## config.mk

```make
export PLATFORM = sky130hd
export DESIGN_NAME = vdb_cordic_stage
export DESIGN_NICKNAME = d
export VERILOG_FILES = /design/src/hdl/vdb_pkg.sv /design/src/hdl/vdb_cordic_stage.sv
export SDC_FILE = /design/constraint.sdc
export NUM_CORES = 1
export LEC_CHECK = 0
export BUFFER_PORTS_ARGS = -buffer_cell sky130_fd_sc_hd__buf_4
export CELL_PAD_IN_SITES_DETAIL_PLACEMENT = 0
export CELL_PAD_IN_SITES_GLOBAL_PLACEMENT = 2
export CORE_ASPECT_RATIO = 0.7
export CORE_MARGIN = 3
export CORE_UTILIZATION = 33
export DETAILED_ROUTE_END_ITERATION = 8
export GPL_TIMING_DRIVEN = 0
export PLACE_DENSITY = 0.93
export SYNTH_ARGS = -nofsm -noshare
export SYNTH_HDL_FRONTEND = slang
export SYNTH_SLANG_ARGS = --single-unit
export TNS_END_PERCENT = 20
```

## constraint.sdc

```tcl
create_clock -name clk -period 4.46 [get_ports clk]
set_input_delay 0.892 -clock clk [delete_from_list [all_inputs] [get_ports clk]]
set_output_delay 0.892 -clock clk [all_outputs]
set_load 0.005 [all_outputs]
```

## src/hdl/vdb_pkg.sv

```systemverilog
// ----------------------------------------------------------------------------
// vdb_pkg: shared constants for the vector distance and bearing block
// Fixed-point formats, default parameter values and the CORDIC arctangent table.
// ----------------------------------------------------------------------------
package vdb_pkg;

  localparam int ITERATIONS_DEFAULT  = 16;
  localparam int COORD_WIDTH_DEFAULT = 15;

  // at most this many CORDIC stages are built
  localparam int MAX_STAGES = 24;

  // fraction bits of the x/y datapath
  localparam int FRAC_BITS = 8;

  // bits above the coordinate width: difference sign, fraction, CORDIC growth
  localparam int GUARD_BITS = 12;

  localparam int ANGLE_W = 32;
  localparam int DIST_W  = 16;
  localparam int BEAR_W  = 16;
  localparam int GAIN_W  = 30;

  // low slice of the magnitude for the split gain multiply
  localparam int MUL_LO_W = 18;

  // 1/K in Q30
  localparam longint unsigned INV_GAIN_Q30 = 64'd652032874;

  // half a turn, 2^32 units per turn
  localparam logic [ANGLE_W-1:0] HALF_TURN = 32'h8000_0000;

  // round(atan(2^-i) * 2^32 / (2*pi))
  function automatic logic [ANGLE_W-1:0] atan_step(input int unsigned idx);
    logic [ANGLE_W-1:0] a;
    case (idx)
      0:  a = 32'h20000000;
      1:  a = 32'h12E4051E;
      2:  a = 32'h09FB385B;
      3:  a = 32'h051111D4;
      4:  a = 32'h028B0D43;
      5:  a = 32'h0145D7E1;
      6:  a = 32'h00A2F61E;
      7:  a = 32'h00517C55;
      8:  a = 32'h0028BE53;
      9:  a = 32'h00145F2F;
      10: a = 32'h000A2F98;
      11: a = 32'h000517CC;
      12: a = 32'h00028BE6;
      13: a = 32'h000145F3;
      14: a = 32'h0000A2FA;
      15: a = 32'h0000517D;
      16: a = 32'h000028BE;
      17: a = 32'h0000145F;
      18: a = 32'h00000A30;
      19: a = 32'h00000518;
      20: a = 32'h0000028C;
      21: a = 32'h00000146;
      22: a = 32'h000000A3;
      23: a = 32'h00000051;
      default: a = '0;
    endcase
    return a;
  endfunction

endpackage

```

## src/hdl/vdb_cordic_stage.sv

```systemverilog
// ----------------------------------------------------------------------------
// vdb_cordic_stage: one CORDIC vectoring iteration
// Rotates toward the x axis by atan(2^-STAGE) and accumulates the angle.
// ----------------------------------------------------------------------------
module vdb_cordic_stage #(
  parameter int COORD_WIDTH = vdb_pkg::COORD_WIDTH_DEFAULT,
  parameter int STAGE       = 0,
  localparam int XW = COORD_WIDTH + vdb_pkg::GUARD_BITS
) (
  input  logic                        clk,
  input  logic                        rst,
  input  logic                        in_valid,
  output logic                        in_ready,
  input  logic signed [XW-1:0]        x_in,
  input  logic signed [XW-1:0]        y_in,
  input  logic [vdb_pkg::ANGLE_W-1:0] z_in,
  input  logic                        zero_in,
  output logic                        out_valid,
  input  logic                        out_ready,
  output logic signed [XW-1:0]        x_out,
  output logic signed [XW-1:0]        y_out,
  output logic [vdb_pkg::ANGLE_W-1:0] z_out,
  output logic                        zero_out
);

  localparam logic [vdb_pkg::ANGLE_W-1:0] ATAN = vdb_pkg::atan_step(STAGE);

  logic signed [XW-1:0] xs;
  logic signed [XW-1:0] ys;

  // arithmetic shift is a floor shift
  assign xs = x_in >>> STAGE;
  assign ys = y_in >>> STAGE;

  assign in_ready = !out_valid || out_ready;

  always_ff @(posedge clk) begin
    if (rst) begin
      out_valid <= 1'b0;
    end else if (in_ready) begin
      out_valid <= in_valid;
    end
  end

  always_ff @(posedge clk) begin
    if (in_valid && in_ready) begin
      zero_out <= zero_in;
      if (!y_in[XW-1]) begin
        x_out <= x_in + ys;
        y_out <= y_in - xs;
        z_out <= z_in + ATAN;
      end else begin
        x_out <= x_in - ys;
        y_out <= y_in + xs;
        z_out <= z_in - ATAN;
      end
    end
  end

endmodule

```

==> impl_metrics.csv <==
group,metric,value,unit
clocking,postCtsSetupBuffers,0,
logic_synthesis,yosysWarningCount,0,
worst_setup_path,critPathSlowestCell,"o21ai_1",
power_and_ir_drop,swShare,0.321,
power_and_ir_drop,combPwrFrac,0.337,
grt,grt_pass1_wl,35300,µm
clocking,root_buffer,"clkbuf_16",
placed_design,hpwlAfterDp,19000,µm
worst_hold_path,hold_class,"register to register",
grt,grtUsageTotal,0.197,
clocking,ctsHoldBuffers,0,
worst_hold_path,hold_end,"out_valid$_SDFFE_PP0N_",
clocking,clkLatencyLatePin,0.35,ns
logic_synthesis,synth_edf_count,86,
sta,maxSlewHeadroom,0.458,
power_and_ir_drop,power.switching,0.877,mW
drt,route.detailed.drc,0,
worst_setup_path,start_kind,"primary input",
logic_synthesis,ys_types,61,
power_and_ir_drop,ir_drop,184,µV
run_status,status,"finished clean",
final_layout,layoutNonFillerInstCount,1217,
worst_setup_path,crit_fanout,10,
drt,wl,23400,µm
worst_hold_path,whs_path_depth,2,
drt,vias,6349,
logic_synthesis,ys_async_sr_fraction,0,
clocking,cts_tree,"yes",
sta,drv_slew,0,
clocking,cts_buffers,9,
die,placementRows,43,
worst_setup_path,critPathMaxStageDelay,0.53,ns
logic_synthesis,synth.top_cell.area_share,0.368,
worst_hold_path,hp-start,"out_valid$_SDFFE_PP0N_",
power_and_ir_drop,leakage,3.98,nW
grt,grt_pass1_vias,6022,
power_and_ir_drop,clockPowerShare,0.278,
final_layout,synthToLayoutAreaGrowth,28.3,%
sta,rsz0062_at_grt,"false",
die,initial_core_util,0.345,
die,die_w,180,µm
placed_design,dp_slack,0.284,ns
worst_setup_path,setup.worst_path.class,"primary input to register",
sta,worst_slew_pin_slew,0.813,ns
placed_design,dp.cells,1201,
sta,timing.final.crit_share,0.895,
logic_synthesis,syn_area_per_cell,9.33,µm²
worst_setup_path,r2r-end,"x_out[12]$_DFFE_PP_",
sta,finalCriticalPeriod,3.99,ns
worst_setup_path,reg2reg_from,"out_valid$_SDFFE_PP0N_",
sta,finalSetupViolations,0,
clocking,cts_num_sinks,87,
power_and_ir_drop,power.internal,1.85,mW
drt,drt_iter0_markers,588,
placed_design,numPortBuffers,178,
worst_setup_path,reg2reg_depth,3,
worst_setup_path,crit_family,"compound AO/OA/AOI/OAI gates",
logic_synthesis,yosysTopAreaCell,"edfxtp_1",
final_layout,final_nets,1122,
final_layout,mostFrequentLayoutCells,"180 x buf_4, 86 x edfxtp_1, 85 x ha_1, 83 x a21oi_1, 82 x inv_1",
clocking,clockBufferDepth,2,
worst_setup_path,worstSetupEndpointType,"register",
drt,ant_nets,0,
grt,grt_max_degree,47,
power_and_ir_drop,power.density,303,nW/µm²
die,die_y,128,µm
placed_design,place.gp.congestion,0.882,
logic_synthesis,synth-seq-cells,87,
grt,antenna_found_initial,0,
sta,setup_ws,0.469,ns
drt,drt-vias-per-instance,5.22,
flow_run,max-cap-violations,0,
final_layout,layout-drive-gt1-share,0.222,
worst_setup_path,worst-path-buf-inv,3,
worst_setup_path,r2r_slack,2.79,ns
logic_synthesis,yosysSeqAreaShare,0.371,
logic_synthesis,synth_area,7020,µm²
drt,firstDrtPassIters,5,
die,coreArea,20300,µm²
logic_synthesis,synth_ff_type,"edfxtp_1",
logic_synthesis,synth_area_leaders,"edfxtp_1 37%, ha_1 15%, a21oi_1 5.9%",
logic_synthesis,synth_nets,932,
logic_synthesis,syn_inst,752,
clocking,path_clk_slew,0.06,ns
worst_setup_path,path_cells,"buf_4 > inv_1 > ha_1 > buf_4 > or4_1 > o221ai_1 > a21oi_1 > o21ai_1 > a21oi_1 > o21ai_0 > a21boi_0 > xor2_1",
worst_setup_path,cp_data_required_time,4.54,ns
final_layout,diodes,0,
die,die_area,23100,µm²
final_layout,postLayoutCoreUtil,0.443,
drt,wire_per_inst,19.2,µm
final_layout,layout.cells.most_common,"buf_4",
die,ios,180,
clocking,h-tree-depth,3,
worst_setup_path,cp.arrival,4.07,ns
sta,hold_violations,0,
sta,fin_skew,0.0136,ns
worst_setup_path,path_depth,12,
sta,max_freq,0.251,GHz
power_and_ir_drop,seqPwrFrac,0.385,
grt,grt_overflow_total,0,
clocking,cts-resized-gates,0,
power groups by stage:
stage | Sequential [mW] | Clock [mW] | Combinational (mW)
floorplan | 1.08 | 0 | 0.491
global placement | 1.07 | 0 | 0.903
detailed placement | 1.07 | 0 | 0.908
CTS | 1.05 | 0.784 | 0.913
global route | 1.06 | 0.820 | 1.00
finish | 1.05 | 0.759 | 0.919
synthesized netlist by cell type (4+ instances only):
| cell | number |
|---|---|
| nor2b_1 | 7 |
| xor2_1 | 6 |
| mux2i_1 | 17 |
| nor2_1 | 58 |
| a31oi_1 | 5 |
| a21o_1 | 10 |
| nand4_1 | 12 |
| nor3_1 | 7 |
| buf_1 | 9 |
| o21ai_0 | 48 |
| edfxtp_1 | 86 |
| nand2b_1 | 11 |
| or4_1 | 4 |
| o21a_1 | 4 |
| o31ai_1 | 4 |
| nand3_1 | 10 |
| o21bai_1 | 16 |
| xnor2_1 | 46 |
| ha_1 | 85 |
| a21oi_1 | 83 |
| nand2_1 | 38 |
| inv_1 | 82 |
| o211ai_1 | 14 |
| fa_1 | 4 |
| nor4_1 | 5 |
| a211oi_1 | 6 |
| clkbuf_1 | 20 |
worst max-delay path by stage:
stage,endpoint,slack (ns),start
floorplan,x_out[10]$_DFFE_PP_,0.95,out_ready
global placement,y_out[19]$_DFFE_PP_,-0.04,out_ready
detailed placement,y_out[25]$_DFFE_PP_,0.28,x_in[5]
CTS,x_out[18]$_DFFE_PP_,0.64,x_in[0]
global route,y_out[25]$_DFFE_PP_,0.27,x_in[5]
finish,y_out[25]$_DFFE_PP_,0.47,x_in[5]
kinds of logic (layout without fill, tap and decap cells):
| kind of cell | count (synthesis) | in the layout | synth area share |
|---|---|---|---|
| AO/OA/AOI/OAI | 222 | 222 | 0.199 |
| XOR/XNOR | 52 | 52 | 0.0649 |
| adder cells (fa/ha/maj) | 89 | 89 | 0.163 |
| buffers and inverters | 119 | 314 | 0.0652 |
| flip-flops | 87 | 87 | 0.371 |
| multiplexers | 18 | 18 | 0.0258 |
| AND/OR/NAND/NOR | 165 | 165 | 0.112 |
worst reg2reg max path, cell delays in order (launching register included):
cell and delay (ns):
dfxtp_1 0.31, nand2b_1 0.12, and2_4 0.56, buf_12 0.34
metrics by stage:
step	TNS [ns]	instance area (µm²)	total power, mW	hold slack, ns
detailed placement	0	8720	1.98	0.537
floorplan	0	7020	1.57	0.522
global placement	-3.18	8690	1.97	0.510
finish	0	9010	2.73	0.552
global route	0	9010	2.88	0.590
CTS	0	9010	2.75	0.548
cell type report:
cell class                      count  area [µm²]
Tap cell                          270         338
Inverter                           85         319
Sequential cell                    87        2600
Multi-Input combinational cell    546        3960
Fill cell                        2004       11300
Clock inverter                      5        58.8
Clock buffer                       11         233
Buffer                             34         139
Timing Repair Buffer              179        1360
registers in the layout, summed over array words and instances, names as in the netlist:
signal and count:
y_out 27, zero_out 1, out_valid 1, x_out 26
z_out 32
routing by layer:
layer	share of wire	vias up	global-route usage
li1	-	3038	-
met1	0.50	2971	0.303
met2	0.39	325	0.273
met3	0.11	15	0.0598
met4	0.0082	0	0.0307
met5	0	-	0
No activity file was read; power rests on OpenSTA's default activity.
