[config.mk]
export PLATFORM = sky130hd
export DESIGN_NAME = vdb_scale
export DESIGN_NICKNAME = d
export VERILOG_FILES = /design/src/hdl/vdb_pkg.sv /design/src/hdl/vdb_scale.sv
export SDC_FILE = /design/constraint.sdc
export NUM_CORES = 1
export LEC_CHECK = 0
export BUFFER_PORTS_ARGS = -buffer_cell sky130_fd_sc_hd__clkbuf_2
export CORE_ASPECT_RATIO = 0.6
export CORE_MARGIN = 5
export CORE_UTILIZATION = 30
export CTS_BUF_LIST = sky130_fd_sc_hd__clkbuf_4 sky130_fd_sc_hd__clkbuf_8
export DETAILED_ROUTE_END_ITERATION = 12
export HOLD_SLACK_MARGIN = 0.12
export SLEW_MARGIN = 10
export SYNTH_ARGS = -nofsm -noshare
export SYNTH_HDL_FRONTEND = slang
export SYNTH_SLANG_ARGS = --single-unit
export TNS_END_PERCENT = 100
[constraint.sdc]
create_clock -name clk -period 9.5 [get_ports clk]
set_input_delay 1.9 -clock clk [delete_from_list [all_inputs] [get_ports clk]]
set_output_delay 1.9 -clock clk [all_outputs]
set_load 0.01 [all_outputs]
[src/hdl/vdb_pkg.sv]
// ----------------------------------------------------------------------------
// vdb_pkg: shared constants for the vector distance and bearing block
// Fixed-point formats, default parameter values and the CORDIC arctangent table.
// ----------------------------------------------------------------------------
package vdb_pkg;

  localparam int ITERATIONS_DEFAULT  = 16;
  localparam int COORD_WIDTH_DEFAULT = 15;

  // at most this many CORDIC stages are built
  localparam int MAX_STAGES = 24;

  // fraction bits of the x/y datapath
  localparam int FRAC_BITS = 8;

  // bits above the coordinate width: difference sign, fraction, CORDIC growth
  localparam int GUARD_BITS = 12;

  localparam int ANGLE_W = 32;
  localparam int DIST_W  = 16;
  localparam int BEAR_W  = 16;
  localparam int GAIN_W  = 30;

  // low slice of the magnitude for the split gain multiply
  localparam int MUL_LO_W = 18;

  // 1/K in Q30
  localparam longint unsigned INV_GAIN_Q30 = 64'd652032874;

  // half a turn, 2^32 units per turn
  localparam logic [ANGLE_W-1:0] HALF_TURN = 32'h8000_0000;

  // round(atan(2^-i) * 2^32 / (2*pi))
  function automatic logic [ANGLE_W-1:0] atan_step(input int unsigned idx);
    logic [ANGLE_W-1:0] a;
    case (idx)
      0:  a = 32'h20000000;
      1:  a = 32'h12E4051E;
      2:  a = 32'h09FB385B;
      3:  a = 32'h051111D4;
      4:  a = 32'h028B0D43;
      5:  a = 32'h0145D7E1;
      6:  a = 32'h00A2F61E;
      7:  a = 32'h00517C55;
      8:  a = 32'h0028BE53;
      9:  a = 32'h00145F2F;
      10: a = 32'h000A2F98;
      11: a = 32'h000517CC;
      12: a = 32'h00028BE6;
      13: a = 32'h000145F3;
      14: a = 32'h0000A2FA;
      15: a = 32'h0000517D;
      16: a = 32'h000028BE;
      17: a = 32'h0000145F;
      18: a = 32'h00000A30;
      19: a = 32'h00000518;
      20: a = 32'h0000028C;
      21: a = 32'h00000146;
      22: a = 32'h000000A3;
      23: a = 32'h00000051;
      default: a = '0;
    endcase
    return a;
  endfunction

endpackage

[src/hdl/vdb_scale.sv]
// ----------------------------------------------------------------------------
// vdb_scale: gain removal and output rounding
// Split multiply by the inverse CORDIC gain, then rounds distance and bearing.
// ----------------------------------------------------------------------------
module vdb_scale #(
  parameter int COORD_WIDTH = vdb_pkg::COORD_WIDTH_DEFAULT,
  parameter int ITERATIONS  = vdb_pkg::ITERATIONS_DEFAULT,
  localparam int XW = COORD_WIDTH + vdb_pkg::GUARD_BITS
) (
  input  logic                        clk,
  input  logic                        rst,
  input  logic                        in_valid,
  output logic                        in_ready,
  input  logic signed [XW-1:0]        x_in,
  input  logic [vdb_pkg::ANGLE_W-1:0] z_in,
  input  logic                        zero_in,
  output logic                        out_valid,
  input  logic                        out_ready,
  output logic [vdb_pkg::DIST_W-1:0]  distance,
  output logic [vdb_pkg::BEAR_W-1:0]  bearing
);

  localparam int LW = vdb_pkg::MUL_LO_W;
  localparam int HW = XW - LW;
  localparam int GW = vdb_pkg::GAIN_W;
  localparam int PW = XW + GW;
  localparam int SH = vdb_pkg::FRAC_BITS + 30;

  // inverse gain with the finite-stage correction
  localparam longint unsigned GAIN_DEN = 64'd3 << (2 * ITERATIONS);
  localparam longint unsigned GAIN_FIX = vdb_pkg::INV_GAIN_Q30
      + (2 * vdb_pkg::INV_GAIN_Q30 + (GAIN_DEN >> 1)) / GAIN_DEN;
  localparam logic [GW-1:0] GAIN = GAIN_FIX[GW-1:0];

  localparam logic [PW-1:0] ROUND_HALF = PW'(1) << (SH - 1);
  localparam logic [PW-1:0] DIST_MAX   = PW'({vdb_pkg::DIST_W{1'b1}});

  logic                        mul_valid;
  logic                        mul_ready;
  logic [LW+GW-1:0]            p_lo;
  logic [HW+GW-1:0]            p_hi;
  logic [vdb_pkg::ANGLE_W-1:0] mul_z;
  logic                        mul_zero;

  logic [XW-1:0]               xc;
  logic [PW-1:0]               sum;
  logic [PW-1:0]               q;
  logic [vdb_pkg::ANGLE_W-1:0] z_round;

  assign xc = x_in[XW-1] ? '0 : x_in;

  // multiply stage
  assign in_ready = !mul_valid || mul_ready;

  always_ff @(posedge clk) begin
    if (rst) begin
      mul_valid <= 1'b0;
    end else if (in_ready) begin
      mul_valid <= in_valid;
    end
  end

  always_ff @(posedge clk) begin
    if (in_valid && in_ready) begin
      p_lo     <= (LW+GW)'(xc[LW-1:0]) * (LW+GW)'(GAIN);
      p_hi     <= (HW+GW)'(xc[XW-1:LW]) * (HW+GW)'(GAIN);
      mul_z    <= z_in;
      mul_zero <= zero_in;
    end
  end

  // sum, round and saturate
  assign sum     = (PW'(p_hi) << LW) + PW'(p_lo) + ROUND_HALF;
  assign q       = sum >> SH;
  assign z_round = mul_z + vdb_pkg::ANGLE_W'(32'h8000);

  assign mul_ready = !out_valid || out_ready;

  always_ff @(posedge clk) begin
    if (rst) begin
      out_valid <= 1'b0;
    end else if (mul_ready) begin
      out_valid <= mul_valid;
    end
  end

  always_ff @(posedge clk) begin
    if (mul_valid && mul_ready) begin
      if (mul_zero) begin
        distance <= '0;
        bearing  <= '0;
      end else begin
        distance <= (q > DIST_MAX) ? {vdb_pkg::DIST_W{1'b1}} : q[vdb_pkg::DIST_W-1:0];
        bearing  <= z_round[vdb_pkg::ANGLE_W-1 -: vdb_pkg::BEAR_W];
      end
    end
  end

endmodule

==> impl_metrics.toml, run 1 <==
[final_layout]
nets = 2398
drive_gt1_share_pct = 9.69
multi_input_area_sq_mm = 0.0125
regArea_sq_mm = 0.00352
utilization_pct = 34.0
n_antenna_cell = 0
filler_cell_count = 5840
area_delta_synth_final_pct = 11.3

[die]
initial_utilization_pct = 30.5
ios = 98
die_x_um = 323
core-area_sq_mm = 0.0579
die_area_sq_mm = 0.0640
die_y_um = 198
std_cell_rows = 68

[logic_synthesis]
ys_seq_area_share_pct = 20.0
synth_top_area_share_pct = 31.3
synth_edf_count = 116
synth_common_cells = "432 x inv_1, 286 x ha_1, 276 x fa_1, 116 x edfxtp_1, 76 x a21oi_1"
yosysTopAreaCell = "fa_1"
ys_async_sr_fraction_pct = 0
synth_area_sq_mm = 0.0177
ys_seq_elements = 118
synth_cells = 1646
synth_nets = 2272
synthMostInstantiatedCell = "inv_1"
yosysWarnings = 0
syn_avg_cell_area_sq_um = 10.7
synth-main-ff-cell = "edfxtp_1"
ys_types = 57
synth_area_leaders = "fa_1 31%, ha_1 20%, edfxtp_1 20%"

[cts]
cts_max_level = 4
ctsResizeCount = 0
clkSlewWorstSetupHoldPaths_ns = 0.07
cts-root-buf = "clkbuf_8"
post_cts_buffers = 0
clk-insertion-delay-late_ns = 0.45
cts_hold_buf = 0
clock_path_buffers = 2
cts.sinks = 118
cts_buffers = 17
cts_tree = "done"

[timing]
finalSetupTns_ns = 0
clock-skew-final_ns = 0.0115
slew_violations = 0
rsz0062_at_grt = "no"
slew_headroom_pct = 23.2
setup_violations = 0
tightestPinTransition_ns = 1.15
finalCritPeriodShare_pct = 92.3
clock.fmax_ghz = 0.114
hold_viol_final = 0
fin_crit_ns = 8.76
fin_ws_ns = 0.736

[worst_setup_path]
critPathRequiredTime_ns = 9.69
cp-end-kind = "register"
crit_family = "adder cells"
rr_worst_depth = 12
worstPathMaxFanout = 21
path_depth = 24
slowest_stage = "fa_1"
arrival_ns = 8.96
crit_chain = "clkbuf_2 -> nand2b_1 -> inv_1 -> ha_1 -> inv_1 -> fa_1 -> fa_1 -> inv_1 -> fa_1 -> fa_1 -> inv_1 -> fa_1 -> inv_1 -> ha_1 -> nand2_1 -> a2111oi_0 -> a21o_1 -> a211o_1 -> a21oi_2 -> o21ai_1 -> a21oi_1 -> buf_4 -> a211o_1 -> o311a_1"
start_kind = "input pin"
critPathMaxStageDelay_ns = 0.65
critPathKind = "input pin to register"
crit_buf_inv = 7

[run]
maxCapViolCount = 0

[routing]
drtPass1Iterations = 4
final_antenna_net_count = 0
post-route-drc-count = 0
drt-total-wl_um = 45200
avgViaCountPerCell = 4.60
drt-initial-drc-count = 688
wire_per_inst_um = 17.7
vias = 11700

[grt]
grt_max_degree = 85
grt_pass1_vias = 12600
overflow = 0
antenna_found_initial = 0
grt_usage_pct = 14.7
grt_pass1_wl_um = 71900

[hold_path]
hold_class = "register to register"
worstHoldPathCells = 2

[power_and_ir_drop]
p_leak_nw = 10.1
power_density_mw_per_mm2 = 323
ir_worst_vdd_mv = 0.225

[place]
dp_hpwl_um = 40000
gp_congestion = 0.976
dp_slack_ns = 0.309
io_buffers = 82

[outcome]
status = "finished clean"
final timing paths:
| check | start | endpoint | slack, ns |
|---|---|---|---|
| hold / removal | mul_valid | out_valid | 0.52 |
| hold reg to reg | mul_valid | out_valid | 0.52 |
| setup / recovery | x_in[26] | p_lo[47] | 0.74 |
| setup reg to reg | p_lo[21] | distance[0] | 5.14 |
cell type report:
type,instances,area share [%]
sequential,118,17.9
multi-input combinational,1087,63.5
timing repair buffer,116,3.39
clock inverter,13,0.821
tap,770,4.90
inverter,432,8.25
clock buffer,19,1.27
where the power goes:
part / internal, W / leakage (nW) / switching [W]
combinational: 0.00208 / 8.70 / 0.00279
clock: 0.000286 / 0.216 / 0.000204
sequential: 0.000930 / 1.15 / 0.0000575
total: 0.00330 / 10.1 / 0.00305
placed cells by master, fill, tap and decap left out, types with 4 or more instances in the layout:
| master | Yosys | final |
|---|---|---|
| nand2b_1 | 26 | 26 |
| edfxtp_1 | 116 | 116 |
| o21a_1 | 17 | 17 |
| clkbuf_8 | 0 | 17 |
| a21o_1 | 26 | 26 |
| a21oi_1 | 76 | 76 |
| a211oi_1 | 8 | 8 |
| or3_1 | 7 | 7 |
| inv_1 | 432 | 432 |
| nor2b_1 | 21 | 20 |
| clkinv_2 | 0 | 6 |
| a31oi_1 | 6 | 6 |
| nand4_1 | 9 | 9 |
| xnor2_1 | 43 | 43 |
| a21oi_2 | 12 | 12 |
| nor3_1 | 6 | 6 |
| nand2_1 | 46 | 46 |
| and2_1 | 5 | 4 |
| a211o_1 | 4 | 4 |
| buf_4 | 0 | 34 |
| o21bai_1 | 11 | 11 |
| xor2_1 | 39 | 39 |
| o21ai_0 | 38 | 38 |
| nor2_1 | 54 | 54 |
| bufinv_16 | 0 | 4 |
| fa_1 | 276 | 276 |
| nand3_1 | 14 | 14 |
| a31o_2 | 4 | 4 |
| and3_1 | 8 | 8 |
| clkbuf_2 | 0 | 82 |
| ha_1 | 286 | 286 |
sequential cells by signal (all words and copies together), names as in the netlist:
name / cells
p_hi: 37
p_lo: 29
mul_z: 17
bearing: 16
distance: 16
mul_valid: 1
mul_zero: 1
out_valid: 1
cell families after synthesis:
kind of cell	share of synthesized area [%]
xor gates and xnor gates	4.07
adders and majority gates	51.6
and+or+nand+nor	5.99
DFF	20.0
muxes	0.170
AOI/OAI and AO/OA	8.84
buffers and inverters	9.42
stage by stage:
stage / area, sq um / hold slack, ns / instances / power, W
global route: 19700 / 0.549 / 2555 / 0.00709
detailed placement: 19300 / 0.526 / 2523 / 0.00583
global placement: 19300 / 0.489 / 2523 / 0.00579
finish: 19700 / 0.521 / 2555 / 0.00635
floorplan: 17700 / 0.478 / 1646 / 0.00451
CTS: 19700 / 0.529 / 2555 / 0.00639
per-layer routing:
layer	GRT usage (%)	part of all wire (%)	up-vias
li1	-	-	5559
met1	22.9	51	5878
met2	19.5	38	301
met3	6.02	11	10
met4	1.40	0.35	0
met5	0	0	-
worst min-delay path: stages, from the launching register on:
cell	delay, ns
dfxtp_1	0.33
nor2_1	0.10
nor2_1	0.05
(Power assumes the default switching activity.)
==> run 2, diff against run 1 <==
--- a/config.mk
+++ b/config.mk
@@ -8,10 +8,11 @@
 export BUFFER_PORTS_ARGS = -buffer_cell sky130_fd_sc_hd__clkbuf_2
 export CORE_ASPECT_RATIO = 0.6
 export CORE_MARGIN = 5
-export CORE_UTILIZATION = 30
+export CORE_UTILIZATION = 61
 export CTS_BUF_LIST = sky130_fd_sc_hd__clkbuf_4 sky130_fd_sc_hd__clkbuf_8
 export DETAILED_ROUTE_END_ITERATION = 12
 export HOLD_SLACK_MARGIN = 0.12
+export PLACE_DENSITY = 0.8
 export SLEW_MARGIN = 10
 export SYNTH_ARGS = -nofsm -noshare
 export SYNTH_HDL_FRONTEND = slang
==> impl_metrics.toml, run 2 (synthesized netlist as in run 1, its figures left out) <==
[cts]
ctsResizeCount = 0
cts_max_level = 4
cts_tree = "done"
clock_path_buffers = 2
cts-root-buf = "clkbuf_8"
cts.sinks = 118
clk-insertion-delay-late_ns = 0.46
post_cts_buffers = 0
clkSlewWorstSetupHoldPaths_ns = 0.07
cts_hold_buf = 0
cts_buffers = 17

[die]
initial_utilization_pct = 61.6
die_y_um = 142
die_area_sq_mm = 0.0326
die_x_um = 230
core-area_sq_mm = 0.0286
std_cell_rows = 48
ios = 98

[power_and_ir_drop]
power_density_mw_per_mm2 = 337
swShare_pct = 49.1
p_leak_nw = 10.0
power_w = 0.00645
ir_worst_vdd_mv = 0.227
internal_power_w = 0.00329
p_sw_w = 0.00317
seqPwrFrac_pct = 15.2
comb_power_share_pct = 76.6
pwr-share-clk_pct = 8.2

[routing]
drt-initial-drc-count = 1134
post-route-drc-count = 0
avgViaCountPerCell = 5.60
vias = 12000
drt-total-wl_um = 42900
wire_per_inst_um = 20.0
drtPass1Iterations = 5
final_antenna_net_count = 0

[timing]
slew_headroom_pct = 24.1
rsz0062_at_grt = "no"
setup_violations = 0
finalSetupTns_ns = 0
hold_viol_final = 0
clock-skew-final_ns = 0.0152
finalCritPeriodShare_pct = 93.4
fin_ws_ns = 0.629
holdWs_ns = 0.509
tightestPinTransition_ns = 1.14
fin_crit_ns = 8.87
clock.fmax_ghz = 0.113
slew_violations = 0

[final_layout]
n_antenna_cell = 0
area_delta_synth_final_pct = 8.35
regArea_sq_mm = 0.00352
mostFrequentLayoutCells = "432 x inv_1, 286 x ha_1, 276 x fa_1, 116 x edfxtp_1, 82 x clkbuf_2"
multi_input_area_sq_mm = 0.0125
largest_register_ffs = 37
top_regs = "p_hi x37, p_lo x29, mul_z x17"
drive_gt1_share_pct = 9.30
nets = 2388
filler_cell_count = 2141
layout_commonest_cell = "inv_1"
fin_cells = 2150
top_register = "p_hi"

[grt]
antenna_found_initial = 1
grt_pass1_wl_um = 69200
grt_max_degree = 85
overflow = 0
grt_usage_pct = 27.7
grt_pass1_vias = 12900

[place]
dp_hpwl_um = 37200
dp.cells = 2118
io_buffers = 82
gp_congestion = 1.08
dp_slack_ns = 0.308

[worst_setup_path]
critPathRequiredTime_ns = 9.71
critPathKind = "input pin to register"
start_kind = "input pin"
cp-end-kind = "register"
critPathMaxStageDelay_ns = 0.69
arrival_ns = 9.08
worstPathMaxFanout = 16
slowest_stage = "fa_1"
rr_worst_depth = 12

[outcome]
status = "finished clean"

[hold_path]
worstHoldPathCells = 2
hold_class = "register to register"

[run]
maxCapViolCount = 0
## run 2: metrics by stage
stage	utilization [%]	cell area, sq um
floorplan	-	17700
finish	66.8	19100
detailed placement	65.2	18700
global route	66.8	19100
global placement	65.2	18700
CTS	66.8	19100
## run 2: path summary, 6_finish.rpt
kind | startpoint | end | slack, ns
setup / recovery | x_in[26] | p_lo[42] | 0.63
hold / removal | mul_valid | out_valid | 0.51
setup reg to reg | p_lo[21] | distance[1] | 5.23
hold reg to reg | mul_valid | out_valid | 0.51
## run 2: final cells by class
| class | instances | area share, % |
|---|---|---|
| multi-input cells | 1087 | 65.2 |
| clock inverters | 15 | 1.13 |
| repair buffers | 106 | 3.09 |
| well taps | 375 | 2.45 |
| clock buffers | 17 | 1.22 |
| flip-flops and latches | 118 | 18.4 |
| inverters | 432 | 8.48 |
## run 2: routing by layer
layer | vias to the layer above | routed length [um] | GRT usage, %
met5 | - | 181 | 4.02
met4 | 6 | 310 | 3.54
met1 | 5946 | 18900 | 39.5
met3 | 40 | 6540 | 15.5
li1 | 5541 | - | -
met2 | 501 | 17000 | 37.9
## run 2: critical path, delay by kind of cell
family / cells / cell delay (ns)
and+or+nand+nor: 1 / 0.25
xor gates and xnor gates: 1 / 0.17
AOI/OAI and AO/OA: 9 / 2.07
adders and majority gates: 7 / 3.66
buffers and inverters: 7 / 1.01
## run 2: power by group through the flow
stage | combinational (W) | clock (W) | sequential [W]
finish | 0.00494 | 0.000531 | 0.000982
global route | 0.00558 | 0.000567 | 0.000995
CTS | 0.00487 | 0.000539 | 0.000983
detailed placement | 0.00480 | 0 | 0.000994
global placement | 0.00461 | 0 | 0.000991
floorplan | 0.00353 | 0 | 0.000983
