File: src/hdl/vdb_pkg.sv
// ----------------------------------------------------------------------------
// vdb_pkg: shared constants for the vector distance and bearing block
// Fixed-point formats, default parameter values and the CORDIC arctangent table.
// ----------------------------------------------------------------------------
package vdb_pkg;

  localparam int ITERATIONS_DEFAULT  = 16;
  localparam int COORD_WIDTH_DEFAULT = 15;

  // at most this many CORDIC stages are built
  localparam int MAX_STAGES = 24;

  // fraction bits of the x/y datapath
  localparam int FRAC_BITS = 8;

  // bits above the coordinate width: difference sign, fraction, CORDIC growth
  localparam int GUARD_BITS = 12;

  localparam int ANGLE_W = 32;
  localparam int DIST_W  = 16;
  localparam int BEAR_W  = 16;
  localparam int GAIN_W  = 30;

  // low slice of the magnitude for the split gain multiply
  localparam int MUL_LO_W = 18;

  // 1/K in Q30
  localparam longint unsigned INV_GAIN_Q30 = 64'd652032874;

  // half a turn, 2^32 units per turn
  localparam logic [ANGLE_W-1:0] HALF_TURN = 32'h8000_0000;

  // round(atan(2^-i) * 2^32 / (2*pi))
  function automatic logic [ANGLE_W-1:0] atan_step(input int unsigned idx);
    logic [ANGLE_W-1:0] a;
    case (idx)
      0:  a = 32'h20000000;
      1:  a = 32'h12E4051E;
      2:  a = 32'h09FB385B;
      3:  a = 32'h051111D4;
      4:  a = 32'h028B0D43;
      5:  a = 32'h0145D7E1;
      6:  a = 32'h00A2F61E;
      7:  a = 32'h00517C55;
      8:  a = 32'h0028BE53;
      9:  a = 32'h00145F2F;
      10: a = 32'h000A2F98;
      11: a = 32'h000517CC;
      12: a = 32'h00028BE6;
      13: a = 32'h000145F3;
      14: a = 32'h0000A2FA;
      15: a = 32'h0000517D;
      16: a = 32'h000028BE;
      17: a = 32'h0000145F;
      18: a = 32'h00000A30;
      19: a = 32'h00000518;
      20: a = 32'h0000028C;
      21: a = 32'h00000146;
      22: a = 32'h000000A3;
      23: a = 32'h00000051;
      default: a = '0;
    endcase
    return a;
  endfunction

endpackage

File: src/hdl/vdb_prep.sv
// ----------------------------------------------------------------------------
// vdb_prep: difference vector and half-plane fold
// Forms dx, dy, folds the left half-plane onto the right and scales to fixed point.
// ----------------------------------------------------------------------------
module vdb_prep #(
  parameter int COORD_WIDTH = vdb_pkg::COORD_WIDTH_DEFAULT,
  localparam int XW = COORD_WIDTH + vdb_pkg::GUARD_BITS
) (
  input  logic                          clk,
  input  logic                          rst,
  input  logic                          in_valid,
  output logic                          in_ready,
  input  logic signed [COORD_WIDTH-1:0] own_x,
  input  logic signed [COORD_WIDTH-1:0] own_y,
  input  logic signed [COORD_WIDTH-1:0] target_x,
  input  logic signed [COORD_WIDTH-1:0] target_y,
  output logic                          out_valid,
  input  logic                          out_ready,
  output logic signed [XW-1:0]          x_out,
  output logic signed [XW-1:0]          y_out,
  output logic [vdb_pkg::ANGLE_W-1:0]   z_out,
  output logic                          zero_out
);

  logic signed [COORD_WIDTH:0] dx;
  logic signed [COORD_WIDTH:0] dy;
  logic signed [COORD_WIDTH:0] fx;
  logic signed [COORD_WIDTH:0] fy;
  logic                        left;

  // one extra bit holds the full difference range
  assign dx   = {target_x[COORD_WIDTH-1], target_x} - {own_x[COORD_WIDTH-1], own_x};
  assign dy   = {target_y[COORD_WIDTH-1], target_y} - {own_y[COORD_WIDTH-1], own_y};

  assign left = dx[COORD_WIDTH];
  assign fx   = left ? -dx : dx;
  assign fy   = left ? -dy : dy;

  assign in_ready = !out_valid || out_ready;

  always_ff @(posedge clk) begin
    if (rst) begin
      out_valid <= 1'b0;
    end else if (in_ready) begin
      out_valid <= in_valid;
    end
  end

  always_ff @(posedge clk) begin
    if (in_valid && in_ready) begin
      x_out    <= XW'(fx) <<< vdb_pkg::FRAC_BITS;
      y_out    <= XW'(fy) <<< vdb_pkg::FRAC_BITS;
      z_out    <= left ? vdb_pkg::HALF_TURN : '0;
      zero_out <= (dx == '0) && (dy == '0);
    end
  end

endmodule

File: config.mk
export PLATFORM = sky130hd
export DESIGN_NAME = vdb_prep
export DESIGN_NICKNAME = d
export VERILOG_FILES = /design/src/hdl/vdb_pkg.sv /design/src/hdl/vdb_prep.sv
export SDC_FILE = /design/constraint.sdc
export NUM_CORES = 1
export LEC_CHECK = 0
export BUFFER_PORTS_ARGS = -buffer_cell sky130_fd_sc_hd__buf_2
export CORE_AREA = 2 2 95 97
export CTS_CLUSTER_DIAMETER = 50
export DETAILED_ROUTE_END_ITERATION = 6
export DIE_AREA = 0 0 97 99
export PLACE_DENSITY = 0.76
export REMOVE_ABC_BUFFERS = 1
export SETUP_SLACK_MARGIN = 0.05
export SYNTH_ARGS = -nofsm -noshare
export SYNTH_HDL_FRONTEND = slang
export SYNTH_SLANG_ARGS = --single-unit
File: constraint.sdc
create_clock -name clk -period 3.4 [get_ports clk]
set_input_delay 0.34 -clock clk [delete_from_list [all_inputs] [get_ports clk]]
set_output_delay 0.34 -clock clk [all_outputs]
set_load 0.02 [all_outputs]
==> impl_metrics.json, run 1 <==
{
  "status": "completed",
  "synth_edf_count": 34,
  "routed_via_density": 4.99,
  "syn_to_final_growth_pct": 15.0,
  "nNetsFinal": 630,
  "antenna_found_initial": 0,
  "grt_usage_pct": 15.8,
  "seq_area_mm2": 0.00104,
  "synth_cell_type_count": 64,
  "fp.dieW_um": 97,
  "cts.clk_slew.worst_paths_ps": 70,
  "vdd_drop_max_mv": 0.175,
  "n_fill_cell": 824,
  "clock_latency_ps": 270,
  "syn_inst": 423,
  "synth-seq-cells": 35,
  "maxCapViolCount": 0,
  "clkSinkCount": 35,
  "cp-start-kind": "input pin",
  "multi_input_area_mm2": 0.00231,
  "routed_wl_um": 7930,
  "die_h_um": 99,
  "period_minus_slack_ps": 3100,
  "cts_htree_levels": 2,
  "async_flop_share_pct": 0,
  "end_kind": "flop",
  "avgSynthCellArea_um2": 8.88,
  "initial_core_util_pct": 43.9,
  "antennaDiodeCount": 0,
  "synth_area_mm2": 0.00375,
  "place_area_mm2": 0.00424,
  "first_global_vias": 2920,
  "cts_buffers": 5,
  "postRouteAntennaNets": 0,
  "setup_tns_ps": 0,
  "firstDrtPassIters": 4,
  "arrival_ps": 3120,
  "fin_util_pct": 50.5,
  "drc": 0,
  "cts-root-buf": "clkbuf_8",
  "die_area_mm2": 0.00960,
  "max_slew_margin_pct": 58.1,
  "dp.final_hpwl_um": 6550,
  "powerDensity_mw_per_mm2": 399,
  "clockBufferDepth": 2,
  "vias": 3198,
  "port_buffers": 105,
  "io_pins": 153,
  "layout_common_cells": "buf_2, conb_1, inv_1, xnor2_1, edfxtp_1",
  "hp-class": "in -> reg",
  "clock_skew_ps": 6.51,
  "grt_overflow": 0,
  "p_leak_nw": 2.06,
  "cts_resized": 0,
  "core_area_mm2": 0.00855,
  "worst_pin_slew_ps": 624,
  "grt_max_degree": 35,
  "rows": 34,
  "hold_viol_final": 0,
  "holdBufCountCts": 0,
  "post_cts_buffers": 0,
  "max_freq_ghz": 0.323,
  "path_max_fanout": 5,
  "design_area_mm2": 0.00432,
  "seq_area_frac_synth_pct": 27.7,
  "setup_viol": 0,
  "cp.required_ps": 3420,
  "drt_iter0_drc": 148,
  "wl_per_cell_um": 12.4,
  "yosysWarnings": 0,
  "critPathKind": "in -> reg",
  "gp_congestion": 0.829,
  "synth_ff_type": "edfxtp_1",
  "rsz0062_at_grt": "false",
  "grt_pass1_wl_um": 12900,
  "fin_crit_sh_pct": 91.1,
  "cts_tree": "done",
  "layout_commonest_cell": "buf_2",
  "drive_gt1_share_pct": 25.1,
  "slew_violations": 0
}
## worst max-delay path, stage by stage
cell,delay [ps]
buf_2,100
inv_1,50
ha_1,150
inv_1,60
fa_1,400
a21oi_1,220
o2bb2ai_1,190
o311a_4,360
xnor2_2,160
or3b_4,430
or3_4,400
o31ai_4,180
xnor2_1,90
## registers in the layout, summed over array words and instances (netlist names)
| signal | flops |
|---|---|
| x_out | 16 |
| y_out | 16 |
| zero_out | 1 |
| out_valid | 1 |
| z_out | 1 |
## cells in the mapped netlist, types with 3 or more instances
cell	n	area, um^2
xor2_1	10	87.6
nand3_1	5	25.0
o211a_1	3	30.0
o21bai_1	3	22.5
a211oi_1	5	37.5
or2_1	4	25.0
nand2b_1	6	37.5
clkbuf_1	4	15.0
edfxtp_1	34	1020
and3b_1	3	26.3
nor2_1	29	109
nor3_1	10	50.1
a31oi_1	3	18.8
nand2_1	27	101
and3_1	5	31.3
ha_1	32	400
a21o_1	7	52.6
and2_1	3	18.8
or3_1	3	18.8
o2111ai_1	3	26.3
a21oi_1	18	90.1
inv_1	42	158
o41ai_1	3	26.3
buf_4	53	398
o21ai_0	22	110
xnor2_1	35	307
o21a_1	3	22.5
## stage by stage
step	total power, mW	std cells	setup WS (ps)	hold WS, ps
2_1_floorplan	1.22	411	344	409
4_1_cts	1.74	641	316	212
3_5_place_dp	1.45	633	6.01	502
5_1_grt	1.84	641	147	234
6_report	1.72	641	301	222
3_3_place_gp	1.43	633	152	493
## report_power, final
| part | total, mW | internal (mW) | switching [mW] |
|---|---|---|---|
| Combinational | 0.838 | 0.326 | 0.513 |
| Clock | 0.278 | 0.145 | 0.132 |
| Sequential | 0.608 | 0.583 | 0.0249 |
## layout make-up
type	count	area share, %
well taps	108	3.13
inverters	42	3.65
multi-input cells	334	53.5
repair buffers	114	13.7
clock buffers	8	1.85
flip-flops and latches	35	24.1
## kinds of logic (layout without fill, tap and decap cells)
kind of cell	Yosys count	in the layout	share of synthesized area, %
adder cells (fa/ha/maj)	34	34	11.7
XOR/XNOR	46	46	10.9
flip-flops	35	35	27.7
AO/OA/AOI/OAI	91	91	17.8
other	1	47	0.0999
multiplexers	2	2	0.566
buffers and inverters	100	164	15.3
AND/OR/NAND/NOR	114	114	15.8
## per-layer routing
layer | vias to the layer above | global-route usage [%] | share of wire, %
li1 | 1610 | - | -
met1 | 1456 | 20.4 | 44
met2 | 126 | 28.2 | 48
met3 | 6 | 2.70 | 6.8
met4 | 0 | 3.03 | 0.77
met5 | - | 0 | 0
## path summary, 6_finish.rpt
| check | start | end | slack (ps) | cells after the start |
|---|---|---|---|---|
| worst max-delay path | target_x[0] | x_out[22] | 300 | 13 |
| worst min-delay path | rst | out_valid | 220 | 2 |
| worst max register to register | out_valid | y_out[17] | 2130 | 3 |
| worst min register to register | out_valid | out_valid | 520 | 2 |
Note: power is estimated with default switching activity, not from simulation.
==> inputs of run 2 (changes only) <==
CORE_AREA = 2 2 115 117   (was 2 2 95 97)
DIE_AREA = 0 0 117 119   (was 0 0 97 99)
PLACE_DENSITY = 0.56   (was 0.76)
clock period = 3.68 ns   (was 3.4 ns; I/O delays follow)
==> run 2 against run 1 <==
Critical path depth did not move. Core utilization decreased by 16 points. Hold slack gained 27 ps. Register-to-register slack improved by 260 ps. Final cell count up 9.8%. Clock skew is 1.9 ps lower. Routed wire length up 2.9%. Largest power group unchanged. Sequential share of layout area down 0.57 points. Non-clock buffer count decreased by 5. Combinational power is 8.4% lower. Flip-flop and latch count is the same. Design area grew 2.4%.
==> impl_metrics.json, run 2 (synthesis results as in run 1) <==
{
  "status": "completed",
  "max_slew_margin_pct": 57.4,
  "slew_violations": 0,
  "layout_common_cells": "buf_2, conb_1, inv_1, xnor2_1, edfxtp_1",
  "cts_resized": 0,
  "powerDensity_mw_per_mm2": 388,
  "design_area_mm2": 0.00442,
  "place_ws_ps": 211,
  "firstDrtPassIters": 4,
  "clkSinkCount": 35,
  "timing.rr.end": "x_out[17]",
  "wl_per_cell_um": 11.6,
  "vdd_drop_max_mv": 0.183,
  "worstHoldPathCells": 2,
  "drc": 0,
  "setup_tns_ps": 0,
  "period_minus_slack_ps": 3200,
  "n_fill_cell": 1356,
  "layout_commonest_cell": "buf_2",
  "setup_viol": 0,
  "cp_cell_sequence": "buf_2 > inv_1 > ha_1 > inv_1 > fa_1 > a21o_1 > a21oi_1 > xnor2_1 > a2111o_1 > nor3_1 > nor4b_1 > a21oi_1 > xor2_1",
  "path_delay_family": "compound AO/OA/AOI/OAI gates",
  "worst_pin_slew_ps": 634,
  "gp_congestion": 0.775,
  "max_freq_ghz": 0.313,
  "antennaDiodeCount": 0,
  "cts-root-buf": "clkbuf_16",
  "multi_input_area_mm2": 0.00231,
  "cp.required_ps": 3690,
  "critPathSlowestCell": "nor4b_1",
  "r2r_start": "out_valid",
  "reg_top3": "x_out: 16 flops, y_out: 16 flops",
  "grt_pass1_wl_um": 12800,
  "critPathKind": "in -> reg",
  "syn_to_final_growth_pct": 17.8,
  "fp.dieW_um": 117,
  "port_buffers": 105,
  "die_h_um": 119,
  "postRouteAntennaNets": 0,
  "antenna_found_initial": 0,
  "clock_latency_ps": 270,
  "place_area_mm2": 0.00429,
  "rsz0062_at_grt": "false",
  "p_leak_nw": 2.06,
  "fin_util_pct": 34.4,
  "fin_crit_sh_pct": 86.9,
  "vias": 3209,
  "cp-start-kind": "input pin",
  "drive_gt1_share_pct": 24.6,
  "seq_area_mm2": 0.00104,
  "post_cts_buffers": 0,
  "reg2regPathDepth": 3,
  "hold_viol_final": 0,
  "nNetsFinal": 625,
  "path_max_fanout": 3,
  "rows": 42,
  "dp.final_hpwl_um": 6790,
  "grt_usage_pct": 11.3,
  "holdPathEnd": "out_valid",
  "routed_via_density": 4.56,
  "clock_skew_ps": 4.62,
  "grt_overflow": 0,
  "cp.buffers_inverters": 3,
  "cp_slowest_stage_delay_ps": 540,
  "cts_htree_levels": 2,
  "drt_iter0_drc": 133,
  "ff2ff_setup_slack_ps": 2390,
  "whs_ps": 248,
  "worst_slack_ps": 482,
  "arrival_ps": 3210,
  "holdBufCountCts": 0,
  "hp-class": "in -> reg",
  "min_from": "rst",
  "grt_max_degree": 35,
  "cts_buffers": 5,
  "initial_core_util_pct": 29.2,
  "core_area_mm2": 0.0129,
  "maxCapViolCount": 0,
  "io_pins": 153,
  "first_global_vias": 2875,
  "clockBufferDepth": 2,
  "routed_wl_um": 8160,
  "cts.clk_slew.worst_paths_ps": 50,
  "cts_tree": "done",
  "end_kind": "flop",
  "die_area_mm2": 0.0139
}
==> run 2: worst max-delay path by stage <==
stage | startpoint | end | slack, ps | cells past startpoint
finish | target_y[0] | y_out[22] | 480 | 13
CTS | target_y[0] | y_out[22] | 500 | 13
floorplan | own_x[9] | x_out[22] | 600 | 10
global placement | target_y[0] | y_out[22] | 320 | 13
detailed placement | target_y[0] | y_out[22] | 210 | 13
global route | own_y[4] | y_out[22] | 190 | 11
==> run 2: worst register-to-register path, delay by kind of cell (launching register included) <==
| family | cells | cell delay (ps) |
|---|---|---|
| buffers and inverters | 1 | 390 |
| DFF | 1 | 300 |
| and+or+nand+nor | 2 | 240 |
==> run 2: through the flow <==
stage / total power [mW] / instances
3_5_place_dp: 1.34 / 696
3_3_place_gp: 1.33 / 696
5_1_grt: 1.84 / 704
4_1_cts: 1.74 / 704
6_report: 1.72 / 704
2_1_floorplan: 1.13 / 411
==> run 2: power by group <==
group | internal [mW] | switching, mW | total (mW)
clock network | 0.249 | 0.140 | 0.390
logic | 0.294 | 0.475 | 0.768
registers | 0.539 | 0.0212 | 0.561
total | 1.08 | 0.636 | 1.72
==> run 2: routing by layer <==
| metal | vias up | GRT usage, % | wire [um] |
|---|---|---|---|
| met2 | 137 | 18.1 | 3510 |
| met1 | 1465 | 15.4 | 3880 |
| met4 | 0 | 2.13 | 29 |
| met3 | 4 | 3.16 | 741 |
| li1 | 1603 | - | - |
| met5 | - | 0 | 0 |
==> run 2: cell type report <==
cell class                      instances  area share [%]
Multi-Input combinational cell        334            52.3
Sequential cell                        35            23.5
Timing Repair Buffer                  109            12.6
Tap cell                              176            4.98
Inverter                               42            3.56
Clock buffer                            7            3.00
Clock inverter                          1           0.113
==> inputs of run 3 (changes only) <==
CTS_CLUSTER_SIZE = 30   (was default)
RECOVER_POWER = 50   (was default)
==> run 3 against run 2 <==
The flow now finishes with violations (max-capacitance violations, max-slew violations). Flip-flop and latch count unchanged. Global-route usage unchanged. Clock skew about the same. Hold slack worse by 1.4 ps. Maximum frequency down 0.16%. Count of clock-buffer cells in the layout unchanged. Non-clock buffer count unchanged. Sequential power about the same. Sequential share of layout area up 0.30 points. Via count down 0.65%. Critical endpoint unchanged.
==> impl_metrics.json, run 3 (synthesis results as in run 1) <==
{
  "cts-root-buf": "clkbuf_16",
  "worst_pin_slew_ps": 1870,
  "cts_htree_levels": 2,
  "reg_top3": "x_out: 16 flops, y_out: 16 flops",
  "drt_iter0_drc": 144,
  "vdd_drop_max_mv": 0.184,
  "io_pins": 153,
  "critPathKind": "in -> reg",
  "fp.dieW_um": 117,
  "power_frac_comb_pct": 43.9,
  "grt_usage_pct": 11.3,
  "seqPwrFrac_pct": 33.2,
  "powerDensity_mw_per_mm2": 390,
  "slew_violations": 35,
  "fin_util_pct": 33.9,
  "maxCapViolCount": 1,
  "layout_common_cells": "buf_2, conb_1, clkbuf_1, inv_1, xnor2_1",
  "nNetsFinal": 625,
  "status": "finished with violations",
  "cts_buffers": 5,
  "cts_tree": "done",
  "dp.final_hpwl_um": 6790,
  "p_sw_mw": 0.638,
  "hold_viol_final": 0,
  "cp-start-kind": "input pin",
  "hp-class": "in -> reg",
  "die_area_mm2": 0.0139,
  "core_area_mm2": 0.0129,
  "rows": 42,
  "antennaDiodeCount": 0,
  "wl_per_cell_um": 11.6,
  "holdBufCountCts": 0,
  "gp_congestion": 0.775,
  "cts.clk_slew.worst_paths_ps": 50,
  "pwr-share-clk_pct": 22.9,
  "syn_to_final_growth_pct": 16.3,
  "initial_core_util_pct": 29.2,
  "setup_viol": 0,
  "clockBufferDepth": 2,
  "p_leak_nw": 1.94,
  "arrival_ps": 3220,
  "postRouteAntennaNets": 0,
  "violations": "max-capacitance violations, max-slew violations",
  "grt_pass1_wl_um": 12800,
  "clock_latency_ps": 270,
  "die_h_um": 119,
  "first_global_vias": 2875,
  "antenna_found_initial": 0,
  "power.share.switching_pct": 37.5,
  "rsz0062_at_grt": "false",
  "grt_overflow": 0,
  "cts_resized": 0,
  "path_max_fanout": 3,
  "period_minus_slack_ps": 3200,
  "routed_wl_um": 8170,
  "clock_skew_ps": 4.32,
  "end_kind": "flop",
  "drc": 0,
  "drive_gt1_share_pct": 16.5,
  "fin_crit_sh_pct": 87.0,
  "cp.required_ps": 3690,
  "layout_commonest_cell": "buf_2",
  "firstDrtPassIters": 5,
  "vias": 3188,
  "max_slew_margin_pct": -24.4,
  "grt_max_degree": 35,
  "routed_via_density": 4.53,
  "port_buffers": 105,
  "max_freq_ghz": 0.312,
  "setup_tns_ps": 0,
  "p_int_mw": 1.06,
  "post_cts_buffers": 0,
  "clkSinkCount": 35
}
[run 3: final cells by class]
class | instances | area, um^2
multi-input combinational | 334 | 2310
fill | 1373 | 8510
tap | 176 | 220
inverter | 42 | 158
timing repair buffer | 109 | 499
clock inverter | 1 | 5.00
clock buffer | 7 | 133
sequential | 35 | 1040
[run 3: worst paths after layout]
kind	slack, ps	cells after the start	from	endpoint
max	480	13	target_y[0]	y_out[22]
min	250	2	rst	out_valid
max reg2reg	1380	3	out_valid	x_out[17]
min reg2reg	520	2	out_valid	out_valid
[run 3: power by group through the flow]
stage,sequential [mW],combinational (mW),clock (mW)
after CTS,0.563,0.775,0.400
after global placement,0.570,0.760,0
after floorplan,0.661,0.467,0
after detailed placement,0.570,0.772,0
final,0.564,0.748,0.390
after global routing,0.572,0.827,0.422
[run 3: through the flow]
step                power, mW  hold WS, ps  std cells  worst slack (ps)  instance area, um^2
floorplan                1.13          437        411               596                 3510
global placement         1.33          494        696               316                 4290
detailed placement       1.34          512        696               211                 4290
CTS                      1.74          240        704               501                 4420
global route             1.82          239        704               186                 4370
finish                   1.70          247        704               477                 4370
[run 3: layer usage]
metal  track usage [%]  up-vias  wire (um)
li1                  -     1600          -
met1              15.4     1449       3900
met2              18.1      135       3500
met3              3.16        4        740
met4              2.13        0         29
met5                 0        -          0
[run 3: critical path: stages]
cell	delay, ps
buf_2	90
inv_1	50
ha_1	150
inv_1	50
fa_1	400
a21o_1	210
a21oi_1	180
xnor2_1	130
a2111o_1	440
nor3_1	250
nor4b_1	550
a21oi_1	180
xor2_1	170
